[src/hdl/hex_lagrange_basis_eval_assert.svh]
// Assertion macros shared by the RTL of the Lagrange basis evaluator.
`ifndef HEX_LAGRANGE_BASIS_EVAL_ASSERT_SVH
`define HEX_LAGRANGE_BASIS_EVAL_ASSERT_SVH

// The consequent must hold in the same cycle as the antecedent.
`define HLBE_ASSERT_IMPL(label, clk, rst, ante, cons, msg) \
   label: assert property (@(posedge clk) disable iff (rst) (ante) |-> (cons)) \
      else $error(msg);

// The consequent must hold in the cycle after the antecedent.
`define HLBE_ASSERT_NEXT(label, clk, rst, ante, cons, msg) \
   label: assert property (@(posedge clk) disable iff (rst) (ante) |=> (cons)) \
      else $error(msg);

`endif

[src/hdl/hlbe_pkg.sv]
`timescale 1ns / 1ps

package hlbe_pkg;

   // Field widths of the item and result channels.
   localparam int NODE_W  = 5;
   localparam int COORD_W = 15;
   localparam int VALUE_W = 16;
   localparam int GRAD_W  = 18;
   localparam int ORDER_W = 2;

   // Basis order codes.
   localparam logic [ORDER_W-1:0] ORDER_LINEAR = 2'd1;
   localparam logic [ORDER_W-1:0] ORDER_QUAD   = 2'd2;

   // Node counts per order.
   localparam int LINEAR_NODES = 8;
   localparam int QUAD_NODES   = 27;

   // One-dimensional node position along an axis.
   typedef logic [1:0] axis_sel_type;

   localparam axis_sel_type K_LO = 2'd0;
   localparam axis_sel_type K_MI = 2'd1;
   localparam axis_sel_type K_HI = 2'd2;

   typedef struct packed {
      axis_sel_type kz;
      axis_sel_type ky;
      axis_sel_type kx;
   } node_axes_type;

   function automatic node_axes_type axes(input axis_sel_type x, input axis_sel_type y,
                                          input axis_sel_type z);
      node_axes_type a;
      a.kx = x;
      a.ky = y;
      a.kz = z;
      return a;
   endfunction

   // Per-axis positions of the 27 triquadratic nodes. Corners use only the low and
   // high positions, which also serve the trilinear basis.
   function automatic node_axes_type node_axes(input logic [NODE_W-1:0] node);
      node_axes_type a;
      case (node)
         5'd0:    a = axes(K_LO, K_LO, K_LO);
         5'd1:    a = axes(K_HI, K_LO, K_LO);
         5'd2:    a = axes(K_HI, K_HI, K_LO);
         5'd3:    a = axes(K_LO, K_HI, K_LO);
         5'd4:    a = axes(K_LO, K_LO, K_HI);
         5'd5:    a = axes(K_HI, K_LO, K_HI);
         5'd6:    a = axes(K_HI, K_HI, K_HI);
         5'd7:    a = axes(K_LO, K_HI, K_HI);
         5'd8:    a = axes(K_MI, K_LO, K_LO);
         5'd9:    a = axes(K_HI, K_MI, K_LO);
         5'd10:   a = axes(K_MI, K_HI, K_LO);
         5'd11:   a = axes(K_LO, K_MI, K_LO);
         5'd12:   a = axes(K_LO, K_LO, K_MI);
         5'd13:   a = axes(K_HI, K_LO, K_MI);
         5'd14:   a = axes(K_HI, K_HI, K_MI);
         5'd15:   a = axes(K_LO, K_HI, K_MI);
         5'd16:   a = axes(K_MI, K_LO, K_HI);
         5'd17:   a = axes(K_HI, K_MI, K_HI);
         5'd18:   a = axes(K_MI, K_HI, K_HI);
         5'd19:   a = axes(K_LO, K_MI, K_HI);
         5'd20:   a = axes(K_LO, K_MI, K_MI);
         5'd21:   a = axes(K_HI, K_MI, K_MI);
         5'd22:   a = axes(K_MI, K_LO, K_MI);
         5'd23:   a = axes(K_MI, K_HI, K_MI);
         5'd24:   a = axes(K_MI, K_MI, K_LO);
         5'd25:   a = axes(K_MI, K_MI, K_HI);
         5'd26:   a = axes(K_MI, K_MI, K_MI);
         default: a = axes(K_LO, K_LO, K_LO);
      endcase
      return a;
   endfunction

endpackage

[src/hdl/hlbe_axis.sv]
`timescale 1ns / 1ps

// One-dimensional Lagrange polynomial and derivative for one axis, two stages.
module hlbe_axis #(
   parameter int FRAC_BITS = 14
) (
   input  logic                          clock,
   input  logic                          adv,
   input  logic [FRAC_BITS:0]            t,
   input  hlbe_pkg::axis_sel_type        k,
   input  logic                          quad,
   output logic signed [FRAC_BITS+3:0]   f,
   output logic signed [FRAC_BITS+3:0]   d
);

   localparam int OW = FRAC_BITS + 3;
   localparam int PW = 2 * OW;
   localparam int FW = FRAC_BITS + 4;

   localparam logic signed [OW-1:0] ONE_OP = OW'(1 << FRAC_BITS);
   localparam logic signed [FW-1:0] ONE_F   = FW'(1 << FRAC_BITS);
   localparam logic signed [FW-1:0] THREE_F = FW'(3 << FRAC_BITS);
   localparam logic signed [FW-1:0] FOUR_F  = FW'(4 << FRAC_BITS);
   localparam logic signed [PW-1:0] HALF_P  = PW'(1 << (FRAC_BITS - 1));

   logic signed [OW-1:0] ts;
   logic signed [FW-1:0] tf;
   logic signed [OW-1:0] opa;
   logic signed [OW-1:0] opb;
   logic signed [PW-1:0] prod_in, prod_ff;
   logic signed [FW-1:0] dq;
   logic signed [FW-1:0] d_in, d_ff;
   logic signed [FW-1:0] lin_in, lin_ff;
   logic                 mid_ff;
   logic                 quad_ff;
   logic signed [PW-1:0] scaled;
   logic signed [PW-1:0] rounded;
   logic signed [FW-1:0] f_in, f_ff;
   logic signed [FW-1:0] d3_ff;

   assign ts = signed'({2'b00, t});
   assign tf = FW'(ts);

   // Stage 2: one multiply selects its operands from the axis position.
   always_comb begin
      opa = (k == hlbe_pkg::K_LO) ? ONE_OP - ts : ts;
      case (k)
         hlbe_pkg::K_LO: opb = ONE_OP - (ts <<< 1);
         hlbe_pkg::K_MI: opb = ONE_OP - ts;
         default:        opb = (ts <<< 1) - ONE_OP;
      endcase
      prod_in = opa * opb;
   end

   // Exact derivatives and the linear polynomial.
   always_comb begin
      case (k)
         hlbe_pkg::K_LO: dq = (tf <<< 2) - THREE_F;
         hlbe_pkg::K_MI: dq = FOUR_F - (tf <<< 3);
         default:        dq = (tf <<< 2) - ONE_F;
      endcase
      if (quad) begin
         d_in = dq;
      end else begin
         d_in = (k == hlbe_pkg::K_LO) ? -ONE_F : ONE_F;
      end
      lin_in = (k == hlbe_pkg::K_LO) ? ONE_F - tf : tf;
   end

   always_ff @(posedge clock) begin
      if (adv) begin
         prod_ff <= prod_in;
         d_ff    <= d_in;
         lin_ff  <= lin_in;
         mid_ff  <= (k == hlbe_pkg::K_MI);
         quad_ff <= quad;
      end
   end

   // Stage 3: scale the middle polynomial by four and round half up.
   always_comb begin
      scaled  = mid_ff ? (prod_ff <<< 2) : prod_ff;
      rounded = scaled + HALF_P;
      f_in    = quad_ff ? signed'(rounded[FRAC_BITS+FW-1:FRAC_BITS]) : lin_ff;
   end

   always_ff @(posedge clock) begin
      if (adv) begin
         f_ff  <= f_in;
         d3_ff <= d_ff;
      end
   end

   assign f = f_ff;
   assign d = d3_ff;

endmodule

[config.mk]
export PLATFORM = sky130hd
export DESIGN_NAME = hlbe_axis
export DESIGN_NICKNAME = d
export VERILOG_FILES = /design/src/hdl/hex_lagrange_basis_eval_assert.svh /design/src/hdl/hlbe_pkg.sv /design/src/hdl/hlbe_axis.sv
export SDC_FILE = /design/constraint.sdc
export NUM_CORES = 1
export LEC_CHECK = 0
export ABC_AREA = 1
export BUFFER_PORTS_ARGS = -buffer_cell sky130_fd_sc_hd__buf_2
export CAP_MARGIN = 10
export CORE_AREA = 3 3 230 232
export DETAILED_ROUTE_END_ITERATION = 10
export DIE_AREA = 0 0 233 235
export PLACE_DENSITY = 0.5
export SYNTH_ARGS = -nofsm -noshare
export SYNTH_HDL_FRONTEND = slang
export SYNTH_SLANG_ARGS = --single-unit
[constraint.sdc]
create_clock -name clock -period 10 [get_ports clock]
set_clock_uncertainty 0.05 [all_clocks]
set_input_delay 1.5 -clock clock [delete_from_list [all_inputs] [get_ports clock]]
set_output_delay 1.5 -clock clock [all_outputs]
set_load 0.02 [all_outputs]
==> Yosys cells after proc, flatten, opt, wreduce, memory -nomap -nowiden <==
Cells that the tools add are included.
{ "classes": {"n_eq_ne": 1, "n_reduce_logical": 1, "mul": 1, "addsub": 8, "n_mux": 8} }
{ "op_table": {"columns": ["operator", "n"], "rows": [
  ["18-bit 2-to-1 mux", 3],
  ["18-bit case mux with 2 select lines", 1],
  ["17-bit case mux with 2 select lines", 1],
  ["32-bit by 15-bit adder with 32-bit output (second input constant)", 1],
  ["17-bit by 17-bit multiplier with 32-bit output", 1],
  ["32-bit 2-to-1 mux", 1],
  ["15-bit by 15-bit subtractor with 16-bit output (first input constant)", 2],
  ["17-bit by 15-bit subtractor with 18-bit output (second input constant)", 1],
  ["17-bit by 16-bit subtractor with 18-bit output (second input constant)", 1],
  ["18-bit subtractor (first input constant)", 1],
  ["17-bit 2-to-1 mux", 1],
  ["15-bit by 16-bit subtractor with 17-bit output (first input constant)", 1],
  ["16-bit by 15-bit subtractor with 17-bit output (second input constant)", 1],
  ["15-bit 2-to-1 mux", 1],
  ["2-bit by 1-bit == test with 1-bit output (second input constant)", 1],
  ["2-bit logical NOT", 1]
]} }
{ "totals": {"inputBits": 20, "word_cells": 27, "output_inout_bits": 36, "regBits": 104} }

==> Depth between registers and ports, before layout <==
Gate-level depths: netlist of the first run.
{ "logic_depth": {"word_depth": 3, "mapped_depth": 38, "depth_no_buf": 36} }

==> Worst setup path before layout of the first run <==
Ideal clock, no wire load.
{ "synth_path": {"path_type": "input port to flip-flop", "startpoint": "input port t[0]", "endpoint": "register prod_ff[26] (data pin)", "setup_ps": 252, "path_buffers": 2, "cell_stages": 34, "arrival_time_ps": 7827, "required_time_ps": 9698, "slack_ps": 1871, "path_cell_list": "inv_2 > clkbuf_1 > ha_1 > inv_1 > nor2_4 > inv_2 > nor3_4 > xor2_1 > nand2_1 > nand3_1 > nand2_2 > inv_1 > buf_4 > nand2_1 > fa_1 > inv_1 > fa_1 > inv_1 > fa_1 > inv_1 > fa_1 > fa_1 > inv_1 > fa_1 > inv_1 > ha_1 > a21oi_1 > nor2_1 > nor2_1 > o21ai_0 > a221oi_1 > nand2_1 > nand2_1 > nand2_1"} }
{ "synth_between": {"elab_chain_len": 3, "word_cells_on_any_way": 6, "cone_classes": "3 x add/sub; 1 x mul; 2 x mux"} }
{ "synth_rtl": {"columns": ["element", "line", "rtl"], "rows": [
  ["start, declared", "hlbe_axis.sv:9", "input logic [FRAC_BITS:0] t,"],
  ["16-bit by 15-bit subtractor with 17-bit output (tied with other cells)", "hlbe_axis.sv:50", "default: opb = (ts <<< 1) - ONE_OP;"],
  ["17-bit case mux with 2 select lines / 17-bit 2-to-1 mux (equally long branches)", "hlbe_axis.sv:47, hlbe_axis.sv:46", null],
  ["17-bit by 17-bit multiplier with 32-bit output (*)", "hlbe_axis.sv:52", "prod_in = opa * opb;"],
  ["via prod_in[26]", "hlbe_axis.sv:30", "logic signed [PW-1:0] prod_in, prod_ff;"],
  ["end signal, assigned", "hlbe_axis.sv:72", "prod_ff <= prod_in;"],
  ["end, declared", "hlbe_axis.sv:30", null]
]} }
The timed path passes the listed nets; every way through them passes the cells marked *.
A chain may end at the register's enable or synchronous reset.

==> Final worst setup path of the first run <==
{ "layout_path": {"startpoint": "input port k[1]", "endpoint": "register prod_ff[31] (data pin)"} }
{ "layout_between": {"elab_chain_len": 3, "word_cells_on_any_way": 5, "cone_classes": "1 x mul; 1 x eq/ne; 2 x mux; 1 x reduce/logical"} }
{ "layout_rtl": {"columns": ["element", "line", "rtl"], "rows": [
  ["start, declared", "hlbe_axis.sv:10", "input hlbe_pkg::axis_sel_type k,"],
  ["2-bit by 1-bit == test with 1-bit output / 2-bit logical NOT (equally long branches)", "hlbe_axis.sv:47, hlbe_axis.sv:46", null],
  ["17-bit case mux with 2 select lines / 17-bit 2-to-1 mux (equally long branches)", "hlbe_axis.sv:47, hlbe_axis.sv:46", null],
  ["17-bit by 17-bit multiplier with 32-bit output (*)", "hlbe_axis.sv:52", null],
  ["via prod_in[31]", "hlbe_axis.sv:30", null]
]} }
Marked as above.

==> flow_summary_export.csv, run 1 <==
group,metric,value,unit
critical_path,timing.rr.end,"f[15]",
placement,dp_cells,2496,
logic_synthesis,syn_inst,1793,
die,die-area,54800,um^2
die,initial_core_util,29.7,%
critical_path,path_class,"in2reg",
die,num_io_pins,56,
die,num_rows,83,
critical_path,cp_common_cell,"fa_1",
logic_synthesis,netlist_top_cells_count,"inv_1 (430), nand2_1 (389), fa_1 (275)",
clock_network,hold_buffers,0,
logic_synthesis,synth_area_leaders,"fa_1 (36%), edfxtp_1 (18%), inv_1 (11%)",
sta,clock.fmax,0.112,GHz
clock_network,cts_inserted_buffers,9,
sta,fin_crit,8910,ps
global_routing,grt_use_total,17.1,%
critical_path,slowest_stage,"inv_1",
logic_synthesis,synth_area_per_cell,8.47,um^2
global_routing,grt_pass1_vias,12700,
logic_synthesis,ys_ff_latch,89,
placement,dp_worst_setup_slack,624,ps
detailed_routing,routed_wl,44300,um
final_layout,instances_no_fill,2513,
critical_path,cp-start-kind,"input port",
clock_network,post_cts_buffers,0,
logic_synthesis,yosysWarnings,0,
run,cap_viol_max_count,0,
logic_synthesis,synth-edff-count,89,
detailed_routing,drc,0,
clock_network,cts_buffer_depth,2,
sta,setup_ws,1090,ps
sta,setup_violations,0,
detailed_routing,post_drt_via_cell_ratio,4.65,
logic_synthesis,ys.flop_type,"edfxtp_1",
logic_synthesis,synthDistinctLibCells,54,
sta,setup-tns-final,0,ps
sta,tightestPinTransition,1070,ps
final_layout,synthToLayoutAreaGrowth,8.42,%
critical_path,path_depth,26,
global_routing,grt_max_degree,68,
global_routing,grt_pass1_wl,71800,um
die,core-area,51200,um^2
critical_path,reg2reg_slack,7350,ps
final_layout,drive_gt1_share,7.42,%
logic_synthesis,synth_top_area_share,36.2,%
clock_network,clk_pin_slew_worst_paths,90,ps
global_routing,gr-total-overflow,0,
logic_synthesis,async_reset_ff_share,0,%
critical_path,critPathLaunch,"k[1]",
logic_synthesis,synth_top_area_cell,"fa_1",
global_routing,antenna_found_initial,0,
logic_synthesis,synth_seq_area_share,17.6,%
critical_path,required,10080,ps
logic_synthesis,syn-cell-area,15200,um^2
sta,slew_violations,0,
sta,relSlewSlack,28.7,%
critical_path,r2r_cells,12,
clock_network,htreeDepth,3,
die,die_h,235,um
critical_path,critPathArrivalTime,9000,ps
sta,rsz0062_at_grt,"no",
detailed_routing,ant_nets,0,
clock_network,cts_root_buf,"clkbuf_16",
detailed_routing,avgRoutedWirePerCell,17.6,um
sta,period_share,89.1,%
detailed_routing,vias,11700,
die,die_w,233,um
detailed_routing,drt_iter0_markers,833,
critical_path,cp-endpoint,"prod_ff[31]",
clock_network,ctsResizeCount,0,
clock_network,clock_latency,380,ps
critical_path,crit_fanout,19,
clock_network,cts_sinks,89,
critical_path,r2r-start,"mid_ff",
placement,dp_hpwl,37400,um
sta,hold_viol,0,
logic_synthesis,synth_most_common_cell,"inv_1",
clock_network,cts_tree,"built",
placement,port_buffers,53,
placement,routabilityCongestion,0.908,
final_layout,final_nets,2206,
critical_path,critical-path-max-stage-delay,560,ps
critical_path,critPathBufInv,6,
final_layout,fillerInstances,5440,
detailed_routing,dr.pass1.iters,5,
min_path,hold_class,"reg2reg",
critical_path,crit_family,"adder cells",
critical_path,end_kind,"register",
status,status,"finished, final reports clean",
==> state kept, by name, indices dropped and copies added, names as in the netlist <==
name / cells
mid_ff: 1
lin_ff: 16
quad_ff: 1
prod_ff: 21
d_ff: 16
f: 18
d: 16
==> final cells by class <==
type,instances,area (um^2),area share (%)
Clock buffer,10,229,1.39
Antenna cell,1,2.50,0.0152
Tap cell,680,851,5.16
Clock inverter,6,103,0.623
Sequential cell,89,2670,16.2
Timing Repair Buffer,67,373,2.26
Inverter,442,1660,10.1
Multi-Input combinational cell,1218,10600,64.2
==> per-layer routing <==
metal	share of wire, %	track usage (%)	routed length (um)	vias up
li1	-	-	-	5415
met2	50	29.7	22100	338
met3	4.8	2.13	2110	51
met1	42	22.1	18800	5873
met4	3.1	5.54	1370	0
met5	0	0	0	-
==> kinds of logic after synthesis <==
group | after synthesis | synth area share [%]
simple gates | 682 | 18.6
xor+xnor | 42 | 2.42
flops | 89 | 17.6
fa+ha+maj | 359 | 43.1
mux | 3 | 0.198
buf+inv | 490 | 12.9
compound gates | 127 | 5.10
other cells | 1 | 0.0247
==> worst min path at each step <==
stage | end | cells after the start | startpoint
after floorplan | d[10] | 0 | d_ff[10]
after global placement | d[17] | 0 | d_ff[17]
after detailed placement | d[4] | 0 | d_ff[4]
after CTS | d[12] | 0 | d_ff[12]
after global routing | d[12] | 0 | d_ff[12]
final | d[12] | 0 | d_ff[12]
==> stage by stage <==
step / instance area (um^2) / hold slack, ps / utilization [%]
after global routing: 16500 / 364 / 32.2
after floorplan: 15200 / 350 / -
after detailed placement: 16100 / 355 / 31.5
after global placement: 16100 / 353 / 31.5
after CTS: 16500 / 355 / 32.2
final: 16500 / 353 / 32.2
==> placed cells by master, fill, tap and decap left out, types with 5 or more instances in the layout <==
master / instances
a21oi_1: 46
buf_2: 52
buf_4: 15
clkbuf_16: 9
conb_1: 5
edfxtp_1: 89
fa_1: 275
ha_1: 84
inv_1: 430
inv_2: 10
nand2_1: 389
nand2_2: 6
nand3_1: 42
nand4_1: 12
nor2_1: 190
nor2_4: 5
nor3_1: 12
o21ai_0: 39
o21ai_1: 6
o21ai_2: 9
xnor2_1: 11
xor2_1: 31
Power of run 1 is not shown: default switching activity piles up to over one toggle a cycle in this logic, so the estimate is an artifact.
==> run 2: changes to the inputs <==
--- a/config.mk
+++ b/config.mk
@@ -5,13 +5,13 @@
 export SDC_FILE = /design/constraint.sdc
 export NUM_CORES = 1
 export LEC_CHECK = 0
-export ABC_AREA = 1
 export BUFFER_PORTS_ARGS = -buffer_cell sky130_fd_sc_hd__buf_2
 export CAP_MARGIN = 10
-export CORE_AREA = 3 3 230 232
+export CORE_AREA = 3 3 227 229
 export DETAILED_ROUTE_END_ITERATION = 10
-export DIE_AREA = 0 0 233 235
+export DIE_AREA = 0 0 230 232
 export PLACE_DENSITY = 0.5
+export REMOVE_ABC_BUFFERS = 1
 export SYNTH_ARGS = -nofsm -noshare
 export SYNTH_HDL_FRONTEND = slang
 export SYNTH_SLANG_ARGS = --single-unit
==> run 2 against run 1 <==
Compared with the run above: synthesized cell count fell by 13%; register-to-register slack got worse by 530 ps; die area decreased by 2.5%; first-iteration DRC count fell by 6.0%; final area rose by 0.55%; via count down 7.6%; setup slack worse by 440 ps; highest routed layer unchanged.
==> flow_summary_export.csv, run 2 <==
group,metric,value,unit
status,status,"finished, final reports clean",
global_routing,grt_use_total,16.0,%
die,num_io_pins,56,
detailed_routing,drt_iter0_markers,783,
logic_synthesis,netlist_top_cells_count,"inv_1 (329), fa_1 (275), nand2_1 (205)",
logic_synthesis,yosysWarnings,0,
global_routing,grt_pass1_wl,66100,um
critical_path,critPathArrivalTime,9410,ps
detailed_routing,met3WireLength,2230,um
logic_synthesis,synth_most_common_cell,"inv_1",
logic_synthesis,syn_inst,1568,
detailed_routing,avgRoutedWirePerCell,17.4,um
critical_path,critPathBufInv,7,
detailed_routing,vias,10800,
detailed_routing,dr.pass1.iters,5,
run,cap_viol_max_count,0,
clock_network,cts_sinks,89,
sta,hold_viol,0,
global_routing,grt_max_degree,56,
detailed_routing,met2_length,18700,um
clock_network,hold_buffers,0,
die,die-area,53400,um^2
placement,port_buffers,53,
critical_path,required,10060,ps
sta,tightestPinTransition,913,ps
clock_network,post_cts_buffers,0,
logic_synthesis,ys_ff_latch,89,
sta,slew_violations,0,
detailed_routing,ant_nets,0,
placement,routabilityCongestion,0.893,
final_layout,largest_reg_flops,21,
final_layout,drive_gt1_share,10.7,%
final_layout,diodes,0,
global_routing,grt_pass1_vias,11600,
critical_path,slowest_stage,"o21ai_1",
critical_path,path_class,"in2reg",
logic_synthesis,synth_top_area_share,37.1,%
sta,rsz0062_at_grt,"no",
final_layout,synthToLayoutAreaGrowth,11.6,%
min_path,hold_class,"reg2reg",
logic_synthesis,synth_top_area_cell,"fa_1",
critical_path,cp_common_cell,"fa_1",
logic_synthesis,synthDistinctLibCells,70,
critical_path,reg2reg_slack,6820,ps
detailed_routing,drc,0,
detailed_routing,highest_layer,"met4",
global_routing,antenna_found_initial,0,
placement,dp_hpwl,33700,um
sta,setup-tns-final,0,ps
sta,fin_crit,9350,ps
logic_synthesis,synth-edff-count,89,
final_layout,largest-register,"prod_ff",
clock_network,cts_root_buf,"clkbuf_16",
final_layout,final_cell_mix,"inv_1 (329), fa_1 (275), nand2_1 (205)",
final_layout,final_nets,2024,
detailed_routing,wl_met1,18400,um
sta,relSlewSlack,38.6,%
clock_network,ctsResizeCount,0,
critical_path,cp-start-kind,"input port",
die,initial_core_util,29.8,%
die,die_w,230,um
die,num_rows,82,
die,die_h,232,um
logic_synthesis,synth_area_leaders,"fa_1 (37%), edfxtp_1 (18%), inv_1 (8.3%)",
global_routing,gr-total-overflow,0,
logic_synthesis,async_reset_ff_share,0,%
clock_network,htreeDepth,3,
clock_network,clk_pin_slew_worst_paths,60,ps
detailed_routing,routed_wl,40400,um
die,core-area,49900,um^2
logic_synthesis,syn-cell-area,14800,um^2
clock_network,clock_latency,370,ps
clock_network,cts_inserted_buffers,9,
critical_path,crit_family,"adder cells",
logic_synthesis,synth_seq_area_share,18.0,%
critical_path,critical-path-max-stage-delay,620,ps
detailed_routing,post_drt_via_cell_ratio,4.65,
final_layout,final_common_cell,"inv_1",
sta,setup_violations,0,
logic_synthesis,ys.flop_type,"edfxtp_1",
clock_network,cts_buffer_depth,2,
sta,clock.fmax,0.107,GHz
critical_path,end_kind,"register",
clock_network,cts_tree,"built",
critical_path,crit_fanout,9,
sta,period_share,93.5,%
logic_synthesis,synth_area_per_cell,9.47,um^2
==> run 2: changes by cell type in the layout (fill, tap and decap cells not counted), moves of 10 or more <==
cell / previous run / this run
nand2_1: 389 / 205
inv_1: 430 / 329
buf_4: 15 / 76
nor2_1: 190 / 148
xnor2_1: 11 / 51
nand3_1: 42 / 8
and2_1: 0 / 27
o21ai_0: 39 / 20
mux2_2: 0 / 16
mux2i_1: 3 / 19
a21o_1: 2 / 16
nand2b_1: 0 / 10
==> run 2: worst paths after layout <==
kind	from	endpoint	cells past startpoint
max	t[1]	prod_ff[27]	30
min	d_ff[12]	d[12]	0
max reg2reg	mid_ff	f[14]	8
min reg2reg	d_ff[12]	d[12]	0
==> run 2: layout make-up <==
class,count,area (um^2)
Fill cell,5203,33300
Timing Repair Buffer,129,851
Multi-Input combinational cell,1081,10600
Tap cell,672,841
Sequential cell,89,2670
Clock buffer,9,225
Clock inverter,6,68.8
Inverter,335,1260
==> run 2: through the flow <==
stage	instances	util [%]	area (um^2)	setup slack (ps)	hold WS [ps]
floorplan	1505	-	14600	982	350
global placement	2306	32.6	16300	541	351
detailed placement	2306	32.6	16300	347	355
CTS	2321	33.2	16600	725	370
global route	2321	33.2	16600	149	372
finish	2321	33.2	16600	647	368
==> run 2: worst register-to-register path: cells and delay by family (launching register included) <==
kind                      cells  cell delay, ps
and+or+nand+nor               4            1420
muxes                         1             260
xor gates and xnor gates      1             140
buffers and inverters         1             260
AOI/OAI and AO/OA             1             440
DFF                           1             370
==> run 2: layer usage <==
layer | global-route usage (%) | vias up
met5 | 0 | -
met4 | 4.81 | 0
met3 | 2.48 | 43
met2 | 25.8 | 306
met1 | 22.3 | 5488
li1 | - | 4954
==> run 2: cell families (layout without fill, tap and decap cells) <==
kind of cell | Yosys count | after routing | share of synthesized area [%]
buffers and inverters | 402 | 479 | 10.4
other | 1 | 5 | 0.0253
XOR/XNOR | 80 | 80 | 4.85
flip-flops | 89 | 89 | 18.0
multiplexers | 35 | 35 | 2.50
adder cells (fa/ha/maj) | 359 | 359 | 44.2
AND/OR/NAND/NOR | 458 | 458 | 13.6
AO/OA/AOI/OAI | 144 | 144 | 6.46
Power of run 2 is left out for the same reason.
